==> src/rtl/tekd_pkg.sv <==
`default_nettype none

package tekd_pkg;

    localparam int CFG_INDEX_W = 1;
    localparam int TICKS_W = 32;
    localparam int MAX_KEYS = 3;

    localparam logic [CFG_INDEX_W-1:0] REG_TERMINAL_TYPE = 1'd0;
    localparam logic [CFG_INDEX_W-1:0] REG_TIMEOUT_TICKS = 1'd1;

    localparam logic [1:0] TT_PC_ANSI = 2'd0;
    localparam logic [1:0] TT_VT100 = 2'd1;
    localparam logic [1:0] TT_VT100_PLUS = 2'd2;
    localparam logic [1:0] TT_VT_UTF8 = 2'd3;

    localparam logic [TICKS_W-1:0] TIMEOUT_RESET = 32'd2000000;

    localparam logic [1:0] SEQ_IDLE = 2'd0;
    localparam logic [1:0] SEQ_ESC = 2'd1;
    localparam logic [1:0] SEQ_CSI = 2'd2;
    localparam logic [1:0] SEQ_SS3 = 2'd3;

    localparam logic [1:0] RP_NONE = 2'd0;
    localparam logic [1:0] RP_ESC_R = 2'd1;
    localparam logic [1:0] RP_ESC_R_ESC_R = 2'd2;

    localparam logic FUNC_CHAR = 1'b0;
    localparam logic FUNC_TICK = 1'b1;

    localparam logic [15:0] CH_ESC = 16'h001B;
    localparam logic [15:0] CH_DEL = 16'h007F;
    localparam logic [15:0] CH_LBRACKET = 16'h005B;
    localparam logic [15:0] CH_UPPER_O = 16'h004F;
    localparam logic [15:0] CH_UPPER_R = 16'h0052;
    localparam logic [15:0] CH_LOWER_R = 16'h0072;

    localparam logic [4:0] SC_NONE = 5'd0;
    localparam logic [4:0] SC_DELETE = 5'd8;
    localparam logic [4:0] SC_ESC = 5'd23;

    typedef struct packed {
        logic        func;
        logic [15:0] char_code;
    } item_t;

    typedef struct packed {
        logic [4:0]  scan_code;
        logic [15:0] unicode_char;
        logic        reset_request;
        logic        last;
    } result_t;

    typedef struct packed {
        logic [4:0]  scan_code;
        logic [15:0] unicode_char;
        logic        reset_request;
    } key_t;

    typedef struct packed {
        logic [1:0]         terminal_type;
        logic [TICKS_W-1:0] timeout_ticks;
    } cfg_t;

    typedef struct packed {
        key_t [MAX_KEYS-1:0] keys;
        logic [1:0]          count;
    } group_t;

    function automatic logic [4:0] lookup_esc(input logic [1:0] tt, input logic [15:0] c);
        logic [4:0] scan;
        scan = SC_NONE;
        if (tt == TT_VT100_PLUS || tt == TT_VT_UTF8) begin
            if (c inside {[16'h0031:16'h0039]}) begin
                scan = 5'd10 + {1'b0, c[3:0]};
            end
            else begin
                case (c)
                    16'h0030: scan = 5'd20;
                    16'h0068: scan = 5'd5;
                    16'h006B: scan = 5'd6;
                    16'h002B: scan = 5'd7;
                    16'h002D: scan = 5'd8;
                    16'h002F: scan = 5'd10;
                    16'h003F: scan = 5'd9;
                    default: scan = SC_NONE;
                endcase
            end
        end
        return scan;
    endfunction

    function automatic logic [4:0] lookup_ss3(input logic [1:0] tt, input logic [15:0] c);
        logic [4:0] scan;
        scan = SC_NONE;
        if (tt == TT_VT100) begin
            case (c)
                16'h0050: scan = 5'd11;
                16'h0051: scan = 5'd12;
                16'h0077: scan = 5'd13;
                16'h0078: scan = 5'd14;
                16'h0074: scan = 5'd15;
                16'h0075: scan = 5'd16;
                16'h0071: scan = 5'd17;
                16'h0072: scan = 5'd18;
                16'h0070: scan = 5'd19;
                16'h004D: scan = 5'd20;
                default: scan = SC_NONE;
            endcase
        end
        return scan;
    endfunction

    function automatic logic [4:0] lookup_csi(input logic [1:0] tt, input logic [15:0] c);
        logic       pc;
        logic       vt;
        logic [4:0] scan;
        pc = (tt == TT_PC_ANSI);
        vt = (tt == TT_VT100);
        case (c)
            16'h0041: scan = 5'd1;
            16'h0042: scan = 5'd2;
            16'h0043: scan = 5'd3;
            16'h0044: scan = 5'd4;
            16'h0048: scan = (pc || vt) ? 5'd5 : SC_NONE;
            16'h0046: scan = pc ? 5'd6 : SC_NONE;
            16'h004B: scan = vt ? 5'd6 : SC_NONE;
            16'h004C, 16'h0040: scan = (pc || vt) ? 5'd7 : SC_NONE;
            16'h0058: scan = pc ? 5'd8 : SC_NONE;
            16'h0050: scan = vt ? 5'd8 : (pc ? 5'd14 : SC_NONE);
            16'h0049: scan = pc ? 5'd9 : SC_NONE;
            16'h0056: scan = pc ? 5'd20 : (vt ? 5'd9 : SC_NONE);
            16'h003F: scan = vt ? 5'd9 : SC_NONE;
            16'h0047: scan = pc ? 5'd10 : SC_NONE;
            16'h0055: scan = pc ? 5'd19 : (vt ? 5'd10 : SC_NONE);
            16'h002F: scan = vt ? 5'd10 : SC_NONE;
            16'h004D: scan = pc ? 5'd11 : SC_NONE;
            16'h004E: scan = pc ? 5'd12 : SC_NONE;
            16'h004F: scan = pc ? 5'd13 : SC_NONE;
            16'h0051: scan = pc ? 5'd15 : SC_NONE;
            16'h0052: scan = pc ? 5'd16 : SC_NONE;
            16'h0053: scan = pc ? 5'd17 : SC_NONE;
            16'h0054: scan = pc ? 5'd18 : SC_NONE;
            default: scan = SC_NONE;
        endcase
        return scan;
    endfunction

endpackage

`default_nettype wire

==> src/rtl/tekd_cfg.sv <==
`default_nettype none

module tekd_cfg
    import tekd_pkg::*;
(
    input  wire logic                   clk,
    input  wire logic                   rst_n,
    input  wire logic                   cfg_valid,
    output logic                        cfg_ready,
    input  wire logic [CFG_INDEX_W-1:0] cfg_index,
    input  wire logic [TICKS_W-1:0]     cfg_data,
    output cfg_t                        cfg
);

    cfg_t cfg_reg;
    cfg_t cfg_next;

    assign cfg_ready = 1'b1;
    assign cfg = cfg_reg;

    always_comb
    begin
        cfg_next = cfg_reg;
        if (cfg_valid) begin
            case (cfg_index)
                REG_TERMINAL_TYPE: cfg_next.terminal_type = cfg_data[1:0];
                REG_TIMEOUT_TICKS: cfg_next.timeout_ticks = cfg_data;
                default: cfg_next = cfg_reg;
            endcase
        end
    end

    always_ff @(posedge clk or negedge rst_n)
    begin
        if (!rst_n) begin
            cfg_reg.terminal_type <= TT_PC_ANSI;
            cfg_reg.timeout_ticks <= TIMEOUT_RESET;
        end
        else begin
            cfg_reg <= cfg_next;
        end
    end

endmodule

`default_nettype wire

==> src/rtl/tekd_decode.sv <==
`default_nettype none

module tekd_decode
    import tekd_pkg::*;
(
    input  wire logic  clk,
    input  wire logic  rst_n,
    input  wire logic  item_valid,
    output logic       item_stall,
    input  wire item_t item,
    input  wire cfg_t  cfg,
    input  wire logic  load_ready,
    output logic       group_load,
    output group_t     group
);

    logic               in_valid_reg;
    logic               in_valid_next;
    item_t              in_item_reg;
    logic [1:0]         seq_reg;
    logic [1:0]         seq_next;
    logic [1:0]         rp_reg;
    logic [1:0]         rp_next;
    logic [TICKS_W-1:0] count_reg;
    logic [TICKS_W-1:0] count_next;
    logic               armed_reg;
    logic               armed_next;
    logic               fire;
    logic [1:0]         n;
    key_t [MAX_KEYS-1:0] keys;
    logic [15:0]        c;
    logic [4:0]         scan;
    logic               keep_rp;
    logic               done;

    assign c = in_item_reg.char_code;

    always_comb
    begin
        seq_next = seq_reg;
        rp_next = rp_reg;
        count_next = count_reg;
        armed_next = armed_reg;
        n = 2'd0;
        keys = '0;
        scan = SC_NONE;
        keep_rp = 1'b0;
        done = 1'b0;

        if (in_item_reg.func == FUNC_TICK) begin
            if (armed_reg) begin
                if (count_reg <= TICKS_W'(1)) begin
                    count_next = '0;
                    rp_next = RP_NONE;
                    if (seq_reg != SEQ_IDLE) begin
                        keys[n] = '{scan_code: SC_ESC, unicode_char: 16'h0000,
                                    reset_request: 1'b0};
                        n = n + 2'd1;
                    end
                    if (seq_reg == SEQ_CSI) begin
                        keys[n] = '{scan_code: SC_NONE, unicode_char: CH_LBRACKET,
                                    reset_request: 1'b0};
                        n = n + 2'd1;
                    end
                    if (seq_reg == SEQ_SS3) begin
                        keys[n] = '{scan_code: SC_NONE, unicode_char: CH_UPPER_O,
                                    reset_request: 1'b0};
                        n = n + 2'd1;
                    end
                    seq_next = SEQ_IDLE;
                    armed_next = 1'b0;
                end
                else begin
                    count_next = count_reg - TICKS_W'(1);
                end
            end
        end
        else begin
            if (seq_reg == SEQ_ESC) begin
                if (c == CH_LBRACKET) begin
                    seq_next = SEQ_CSI;
                    rp_next = RP_NONE;
                    done = 1'b1;
                end
                else if (c == CH_UPPER_O && cfg.terminal_type == TT_VT100) begin
                    seq_next = SEQ_SS3;
                    rp_next = RP_NONE;
                    done = 1'b1;
                end
                else begin
                    scan = lookup_esc(cfg.terminal_type, c);
                    if (c == CH_UPPER_R) begin
                        if (rp_reg == RP_NONE) begin
                            rp_next = RP_ESC_R;
                            keep_rp = 1'b1;
                        end
                        else if (rp_reg == RP_ESC_R_ESC_R) begin
                            seq_next = SEQ_IDLE;
                            rp_next = RP_NONE;
                            armed_next = 1'b0;
                            keys[n] = '{scan_code: SC_NONE, unicode_char: 16'h0000,
                                        reset_request: 1'b1};
                            n = n + 2'd1;
                            done = 1'b1;
                        end
                        scan = SC_NONE;
                    end
                    else if (c == CH_LOWER_R) begin
                        if (rp_reg == RP_ESC_R) begin
                            rp_next = RP_ESC_R_ESC_R;
                            keep_rp = 1'b1;
                        end
                        scan = SC_NONE;
                    end
                    if (!done) begin
                        if (!keep_rp) begin
                            rp_next = RP_NONE;
                        end
                        if (scan != SC_NONE) begin
                            seq_next = SEQ_IDLE;
                            armed_next = 1'b0;
                            keys[n] = '{scan_code: scan, unicode_char: 16'h0000,
                                        reset_request: 1'b0};
                            n = n + 2'd1;
                            done = 1'b1;
                        end
                        else begin
                            keys[n] = '{scan_code: SC_ESC, unicode_char: 16'h0000,
                                        reset_request: 1'b0};
                            n = n + 2'd1;
                            seq_next = SEQ_IDLE;
                            armed_next = 1'b0;
                        end
                    end
                end
            end
            else if (seq_reg == SEQ_CSI || seq_reg == SEQ_SS3) begin
                rp_next = RP_NONE;
                scan = (seq_reg == SEQ_CSI) ? lookup_csi(cfg.terminal_type, c)
                                            : lookup_ss3(cfg.terminal_type, c);
                if (scan != SC_NONE) begin
                    seq_next = SEQ_IDLE;
                    armed_next = 1'b0;
                    keys[n] = '{scan_code: scan, unicode_char: 16'h0000,
                                reset_request: 1'b0};
                    n = n + 2'd1;
                    done = 1'b1;
                end
                else begin
                    keys[n] = '{scan_code: SC_ESC, unicode_char: 16'h0000,
                                reset_request: 1'b0};
                    n = n + 2'd1;
                    keys[n] = '{scan_code: SC_NONE,
                                unicode_char: (seq_reg == SEQ_CSI) ? CH_LBRACKET : CH_UPPER_O,
                                reset_request: 1'b0};
                    n = n + 2'd1;
                    seq_next = SEQ_IDLE;
                    armed_next = 1'b0;
                end
            end

            if (!done) begin
                if (c == CH_ESC) begin
                    seq_next = SEQ_ESC;
                end
                if (seq_next != SEQ_IDLE) begin
                    armed_next = 1'b1;
                    count_next = cfg.timeout_ticks;
                end
                else begin
                    if (!keep_rp) begin
                        rp_next = RP_NONE;
                    end
                    if (c == CH_DEL) begin
                        keys[n] = '{scan_code: SC_DELETE, unicode_char: 16'h0000,
                                    reset_request: 1'b0};
                    end
                    else begin
                        keys[n] = '{scan_code: SC_NONE, unicode_char: c,
                                    reset_request: 1'b0};
                    end
                    n = n + 2'd1;
                end
            end
        end
    end

    assign fire = in_valid_reg && (n == 2'd0 || load_ready);
    assign item_stall = in_valid_reg && !fire;
    assign group_load = fire && (n != 2'd0);
    assign group.keys = keys;
    assign group.count = n;

    always_comb
    begin
        in_valid_next = in_valid_reg;
        if (!item_stall) begin
            in_valid_next = item_valid;
        end
    end

    always_ff @(posedge clk)
    begin
        if (item_valid && !item_stall) begin
            in_item_reg <= item;
        end
    end

    always_ff @(posedge clk or negedge rst_n)
    begin
        if (!rst_n) begin
            in_valid_reg <= 1'b0;
            seq_reg <= SEQ_IDLE;
            rp_reg <= RP_NONE;
            count_reg <= '0;
            armed_reg <= 1'b0;
        end
        else begin
            in_valid_reg <= in_valid_next;
            if (fire) begin
                seq_reg <= seq_next;
                rp_reg <= rp_next;
                count_reg <= count_next;
                armed_reg <= armed_next;
            end
        end
    end

endmodule

`default_nettype wire

==> src/rtl/tekd_out.sv <==
`default_nettype none

module tekd_out
    import tekd_pkg::*;
(
    input  wire logic   clk,
    input  wire logic   rst_n,
    input  wire logic   group_load,
    input  wire group_t group,
    output logic        load_ready,
    output logic        result_valid,
    input  wire logic   result_stall,
    output result_t     result
);

    logic                group_valid_reg;
    logic                group_valid_next;
    logic [1:0]          idx_reg;
    logic [1:0]          idx_next;
    logic [1:0]          count_reg;
    key_t [MAX_KEYS-1:0] keys_reg;
    logic                take;
    logic                last_beat;

    assign take = group_valid_reg && !result_stall;
    assign last_beat = (idx_reg == count_reg - 2'd1);
    assign load_ready = !group_valid_reg || (take && last_beat);

    assign result_valid = group_valid_reg;
    assign result.scan_code = keys_reg[idx_reg].scan_code;
    assign result.unicode_char = keys_reg[idx_reg].unicode_char;
    assign result.reset_request = keys_reg[idx_reg].reset_request;
    assign result.last = last_beat;

    always_comb
    begin
        group_valid_next = group_valid_reg;
        idx_next = idx_reg;
        if (group_load) begin
            group_valid_next = 1'b1;
            idx_next = 2'd0;
        end
        else if (take) begin
            if (last_beat) begin
                group_valid_next = 1'b0;
            end
            else begin
                idx_next = idx_reg + 2'd1;
            end
        end
    end

    always_ff @(posedge clk)
    begin
        if (group_load) begin
            keys_reg <= group.keys;
            count_reg <= group.count;
        end
    end

    always_ff @(posedge clk or negedge rst_n)
    begin
        if (!rst_n) begin
            group_valid_reg <= 1'b0;
            idx_reg <= 2'd0;
        end
        else begin
            group_valid_reg <= group_valid_next;
            idx_reg <= idx_next;
        end
    end

endmodule

`default_nettype wire

==> src/rtl/terminal_escape_key_decoder.sv <==
// Channel   Direction  Handshake           Beat contents
// item      in         item_valid/stall    func, char_code
// result    out        result_valid/stall  scan_code, unicode_char, reset_request, last
// cfg       in         cfg_valid/ready     cfg_index, cfg_data
//
// An accepted item is decoded in the cycle after it is taken and its keys land in a
// result register, from which the first result beat is offered.
// Items giving at most one key sustain one per cycle while result_stall is low; an item
// giving several keys holds the result register until they leave, one beat per unstalled cycle.
// Reset clears the escape state, the timer and all valid flags; nothing needs a sweep.
// A stall on the result side backs up into the input register and then item_stall.

`default_nettype none

module terminal_escape_key_decoder
    import tekd_pkg::*;
(
    input  wire logic                   clk,
    input  wire logic                   rst_n,
    input  wire logic                   item_valid,
    output logic                        item_stall,
    input  wire item_t                  item,
    output logic                        result_valid,
    input  wire logic                   result_stall,
    output result_t                     result,
    input  wire logic                   cfg_valid,
    output logic                        cfg_ready,
    input  wire logic [CFG_INDEX_W-1:0] cfg_index,
    input  wire logic [TICKS_W-1:0]     cfg_data
);

    cfg_t   cfg;
    logic   load_ready;
    logic   group_load;
    group_t group;

    tekd_cfg u_cfg (
        .clk       (clk),
        .rst_n     (rst_n),
        .cfg_valid (cfg_valid),
        .cfg_ready (cfg_ready),
        .cfg_index (cfg_index),
        .cfg_data  (cfg_data),
        .cfg       (cfg)
    );

    tekd_decode u_decode (
        .clk        (clk),
        .rst_n      (rst_n),
        .item_valid (item_valid),
        .item_stall (item_stall),
        .item       (item),
        .cfg        (cfg),
        .load_ready (load_ready),
        .group_load (group_load),
        .group      (group)
    );

    tekd_out u_out (
        .clk          (clk),
        .rst_n        (rst_n),
        .group_load   (group_load),
        .group        (group),
        .load_ready   (load_ready),
        .result_valid (result_valid),
        .result_stall (result_stall),
        .result       (result)
    );

endmodule

`default_nettype wire

==> config.mk <==
export PLATFORM = sky130hd
export DESIGN_NAME = terminal_escape_key_decoder
export DESIGN_NICKNAME = d
export VERILOG_FILES = /design/src/rtl/tekd_pkg.sv /design/src/rtl/tekd_cfg.sv /design/src/rtl/tekd_decode.sv /design/src/rtl/tekd_out.sv /design/src/rtl/terminal_escape_key_decoder.sv
export SDC_FILE = /design/constraint.sdc
export NUM_CORES = 1
export LEC_CHECK = 0
export BUFFER_PORTS_ARGS = -buffer_cell sky130_fd_sc_hd__buf_4
export CAP_MARGIN = 40
export CORE_UTILIZATION = 40
export DETAILED_ROUTE_END_ITERATION = 10
export GPL_TIMING_DRIVEN = 1
export PLACE_DENSITY_LB_ADDON = 0.12
export SYNTH_ARGS = -nofsm -noshare
export SYNTH_HDL_FRONTEND = slang
export SYNTH_HIERARCHICAL = 1
export SYNTH_SLANG_ARGS = --single-unit
==> constraint.sdc <==
create_clock -name clk -period 6.8 [get_ports clk]
set_clock_uncertainty 0.2 [all_clocks]
set_input_delay 0.34 -clock clk [delete_from_list [all_inputs] [get_ports clk]]
set_output_delay 0.34 -clock clk [all_outputs]
set_load 0.02 [all_outputs]
==> impl_summary.log <==
INFO  metric place.gp.congestion = 0.929
INFO  metric tightestPinTransition = a little over 1 ns
INFO  metric clockBufferDepth = 2
INFO  metric netlist_area = roughly 9500 sq um
INFO  metric share_seq_of_total_power = 41.1%
INFO  metric finalHoldViolCount = 0
INFO  metric port_buffers = a little under 80
INFO  metric ir_worst_vdd = ~0.00016 V
INFO  metric clock_sink_count = between 150 and 200
INFO  metric cp_data_arrival_time = 5.03 ns
INFO  metric syn_area_per_cell = 9.84 sq um
INFO  metric dieArea = 24400 sq um
INFO  metric cts_tree = yes
INFO  metric initial_utilization = 40.6%
INFO  metric largest_register_ff_count = 66
INFO  metric p_per_area = ~310 nW/um^2
INFO  metric first_pass_iters = 5
INFO  metric placedInstanceArea = about 10000 sq um
INFO  metric critPathMaxFanout = 26
INFO  metric grt_first_pass_wirelength = 40600 um
INFO  metric final_design_area_no_fill = 11500 sq um
INFO  metric finalSetupViolCount = 0
INFO  metric critPathCaptureType = output port
INFO  metric vias = approximately 7900
INFO  metric synth.top_cells.by_count = 98 x o21ai_0, 87 x nand2_1, 85 x edfxtp_1, 81 x nor2_1, 68 x dfrtp_1
INFO  metric power.clock.fraction = roughly a quarter
INFO  metric path_class = register to output port
INFO  metric post-synth-top-count-cell = o21ai_0
INFO  metric worst_ep_required_time = ~6.3 ns
INFO  metric ys_ff_latch = 160
INFO  metric postSynthCellCount = 966
INFO  metric max_slew_margin = 31.0%
INFO  metric dieHeight = 156 um
INFO  metric drt_initial_violations = 804
INFO  metric clk_latency = 0.43 ns
INFO  metric max_freq = 179 MHz
INFO  metric slew_violations = 0
INFO  metric maxCapViolations = 0
INFO  metric tns = 0 ns
INFO  metric final_cells = 1403
INFO  metric antenna_violating_nets_post_route = 0
INFO  metric seq_area_frac_synth = 46.7%
INFO  metric switching_portion_of_total_power = 36.4%
INFO  metric dominant_synthesized_flop_cell = edfxtp_1
INFO  metric finalNetCount = approximately 1100
INFO  metric post-route-util = between 40% and 50%
INFO  metric post_synth_main_area_contributors = edfxtp_1 27%, dfrtp_1 18%, o21ai_0 5.2%, mux2_4 4.7%, nand2_1 3.4%
INFO  metric clk_pin_slew = 0.07 ns
INFO  metric synth_largest_area_cell = edfxtp_1
INFO  metric numPlacedInstances = roughly 1300
INFO  metric drt-wirelength-per-cell = 18.0 um
INFO  metric async_flop_share = 46.9%
INFO  metric synth_warnings = 6
INFO  metric routed_wl = 25300 um
INFO  metric areaGrowthSynthToFinish = 20.8%
INFO  metric vias_per_cell = around 5.6
INFO  metric internal-power = around 0.0022 W
INFO  metric gr-usage-all-layers = 21.5%
INFO  metric synth_edf_count = between 80 and 90
INFO  metric remaining_overflow_grt = 0
INFO  metric yosysUniqueCellTypes = 92
INFO  metric crit_path_start_kind = register
INFO  metric h-tree-depth = 4
INFO  metric fill_cells = 2195
INFO  metric core_area = 23400 sq um
INFO  metric maximum_number_of_pins_on_one_net_before_global_route_repair = 64
INFO  metric outcome = finished clean
INFO  metric total_clock_buffers_created_by_cts = 17
INFO  metric antenna_found_initial = 0
INFO  metric detail_route.drc_violations = 0
INFO  metric post-route-period-util = approximately four fifths
INFO  metric rsz0062_at_grt = no
INFO  metric power.static_leakage = 4.57 nW
INFO  metric hp-class = input port to register
INFO  metric hpwlAfterDp = 17500 um
INFO  metric period_needed = 5.57 ns
INFO  metric n_antenna_cell = 0
INFO  metric switchingPower = between 0.001 and 0.0015 W
INFO  metric num_io_pins = around 80
INFO  metric die_width = 156 um
INFO  metric netlist.area_leader.share = 26.9%
INFO  metric cts-root-buf = clkbuf_16
INFO  metric grt_pass1_vias = 7320
INFO  metric power.combinational.fraction = 32.3%
INFO  metric drive_gt1_share = 18.9%
INFO  metric rows = 56
[kinds of logic after synthesis]
logic type               Yosys count  share of synthesized area [%]
XOR/XNOR                           6                          0.632
AND/OR/NAND/NOR                  389                           21.9
multiplexers                      61                           8.06
buffers and inverters             97                           5.07
AO/OA/AOI/OAI                    243                           16.6
adder cells (fa/ha/maj)            8                           1.00
other                              2                         0.0790
flip-flops                       160                           46.7
[layout by cell type (no fill, tap or decap), types with 7 or more instances in the layout]
cell           count
a21oi_1           36
a22o_1            10
a22oi_1           11
and2_1            26
and3_1            14
buf_4             96
clkbuf_16         18
conb_1            11
dfrtp_1           68
dfstp_2            7
dlygate4sd3_1     51
edfxtp_1          85
inv_1             20
mux2_4            30
mux2i_1           27
nand2_1           87
nand2b_1          10
nand3_1           26
nand4_1           12
nor2_1            81
nor2b_1           13
nor3_1            39
nor4_1            14
o21ai_0           98
o22ai_1            9
o32ai_1            7
or4_1             11
[stage by stage]
stage / hold WS [ns] / power, W / setup slack [ns]
4_1_cts: 0.0637 / 0.00354 / 1.29
2_1_floorplan: -0.156 / 0.00218 / 1.12
3_3_place_gp: 0.287 / 0.00254 / 1.44
6_report: 0.0894 / 0.00351 / 1.23
3_5_place_dp: 0.00680 / 0.00257 / 1.53
5_1_grt: 0.0893 / 0.00372 / 0.847
[power by group through the flow]
stage | Combinational [W] | Clock [W] | Sequential, W
final | 0.00113 | 0.000935 | 0.00144
after global routing | 0.00124 | 0.000997 | 0.00148
after CTS | 0.00114 | 0.000965 | 0.00144
after detailed placement | 0.00111 | 0 | 0.00145
after global placement | 0.00107 | 0 | 0.00147
after floorplan | 0.000800 | 0 | 0.00138
[layer usage]
layer	up-vias	GRT usage [%]	wire length (um)
met4	0	6.54	306
li1	3786	-	-
met1	3781	31.8	12400
met5	-	0	0
met2	273	31.7	11300
met3	30	3.69	1280
[path summary, 6_finish.rpt]
kind / start / end / slack (ns) / cells after the start
min reg2reg: u_decode/count_reg[28] / u_decode/count_reg[28] / 0.31 / 2
max in group asynchronous: rst_n / u_cfg/cfg[7] / 5.69 / 3
min: result_stall / u_out/idx_reg[0] / 0.09 / 4
max reg2reg: u_decode/c[2] / u_out/keys_reg[5] / 1.37 / 14
max: u_decode/c[2] / item_stall / 1.23 / 14
min in group asynchronous: rst_n / u_cfg/cfg[16] / 0.10 / 2
[final cells by class]
type / instances / area [sq um] / share of cell area [%]
clock buffer: 20 / 468 / 4.08
timing repair buffer: 153 / 1360 / 11.8
clock inverter: 12 / 113 / 0.981
inverter: 21 / 78.8 / 0.687
tap: 319 / 399 / 3.48
multi-input combinational: 718 / 4620 / 40.3
sequential: 160 / 4440 / 38.7
[critical path, stage by stage, from the launching register on]
cell	delay, ns
edfxtp_1	0.93
or4b_2	0.31
a21boi_0	0.32
o32ai_1	0.14
o311ai_0	0.89
nand2_1	0.12
a21boi_1	0.38
and2_1	0.24
ha_1	0.15
nor2_1	0.05
a2111oi_2	0.36
nand2_1	0.16
nand3_1	0.13
and3b_1	0.25
buf_4	0.17
[repair_timing]
action	in CTS	in global routing
hold buffers	51	0
gates resized for setup	0	0
buffers inserted	0	0
endpoints found under the hold margin	123	0
Power figures use the tool's default switching activity.
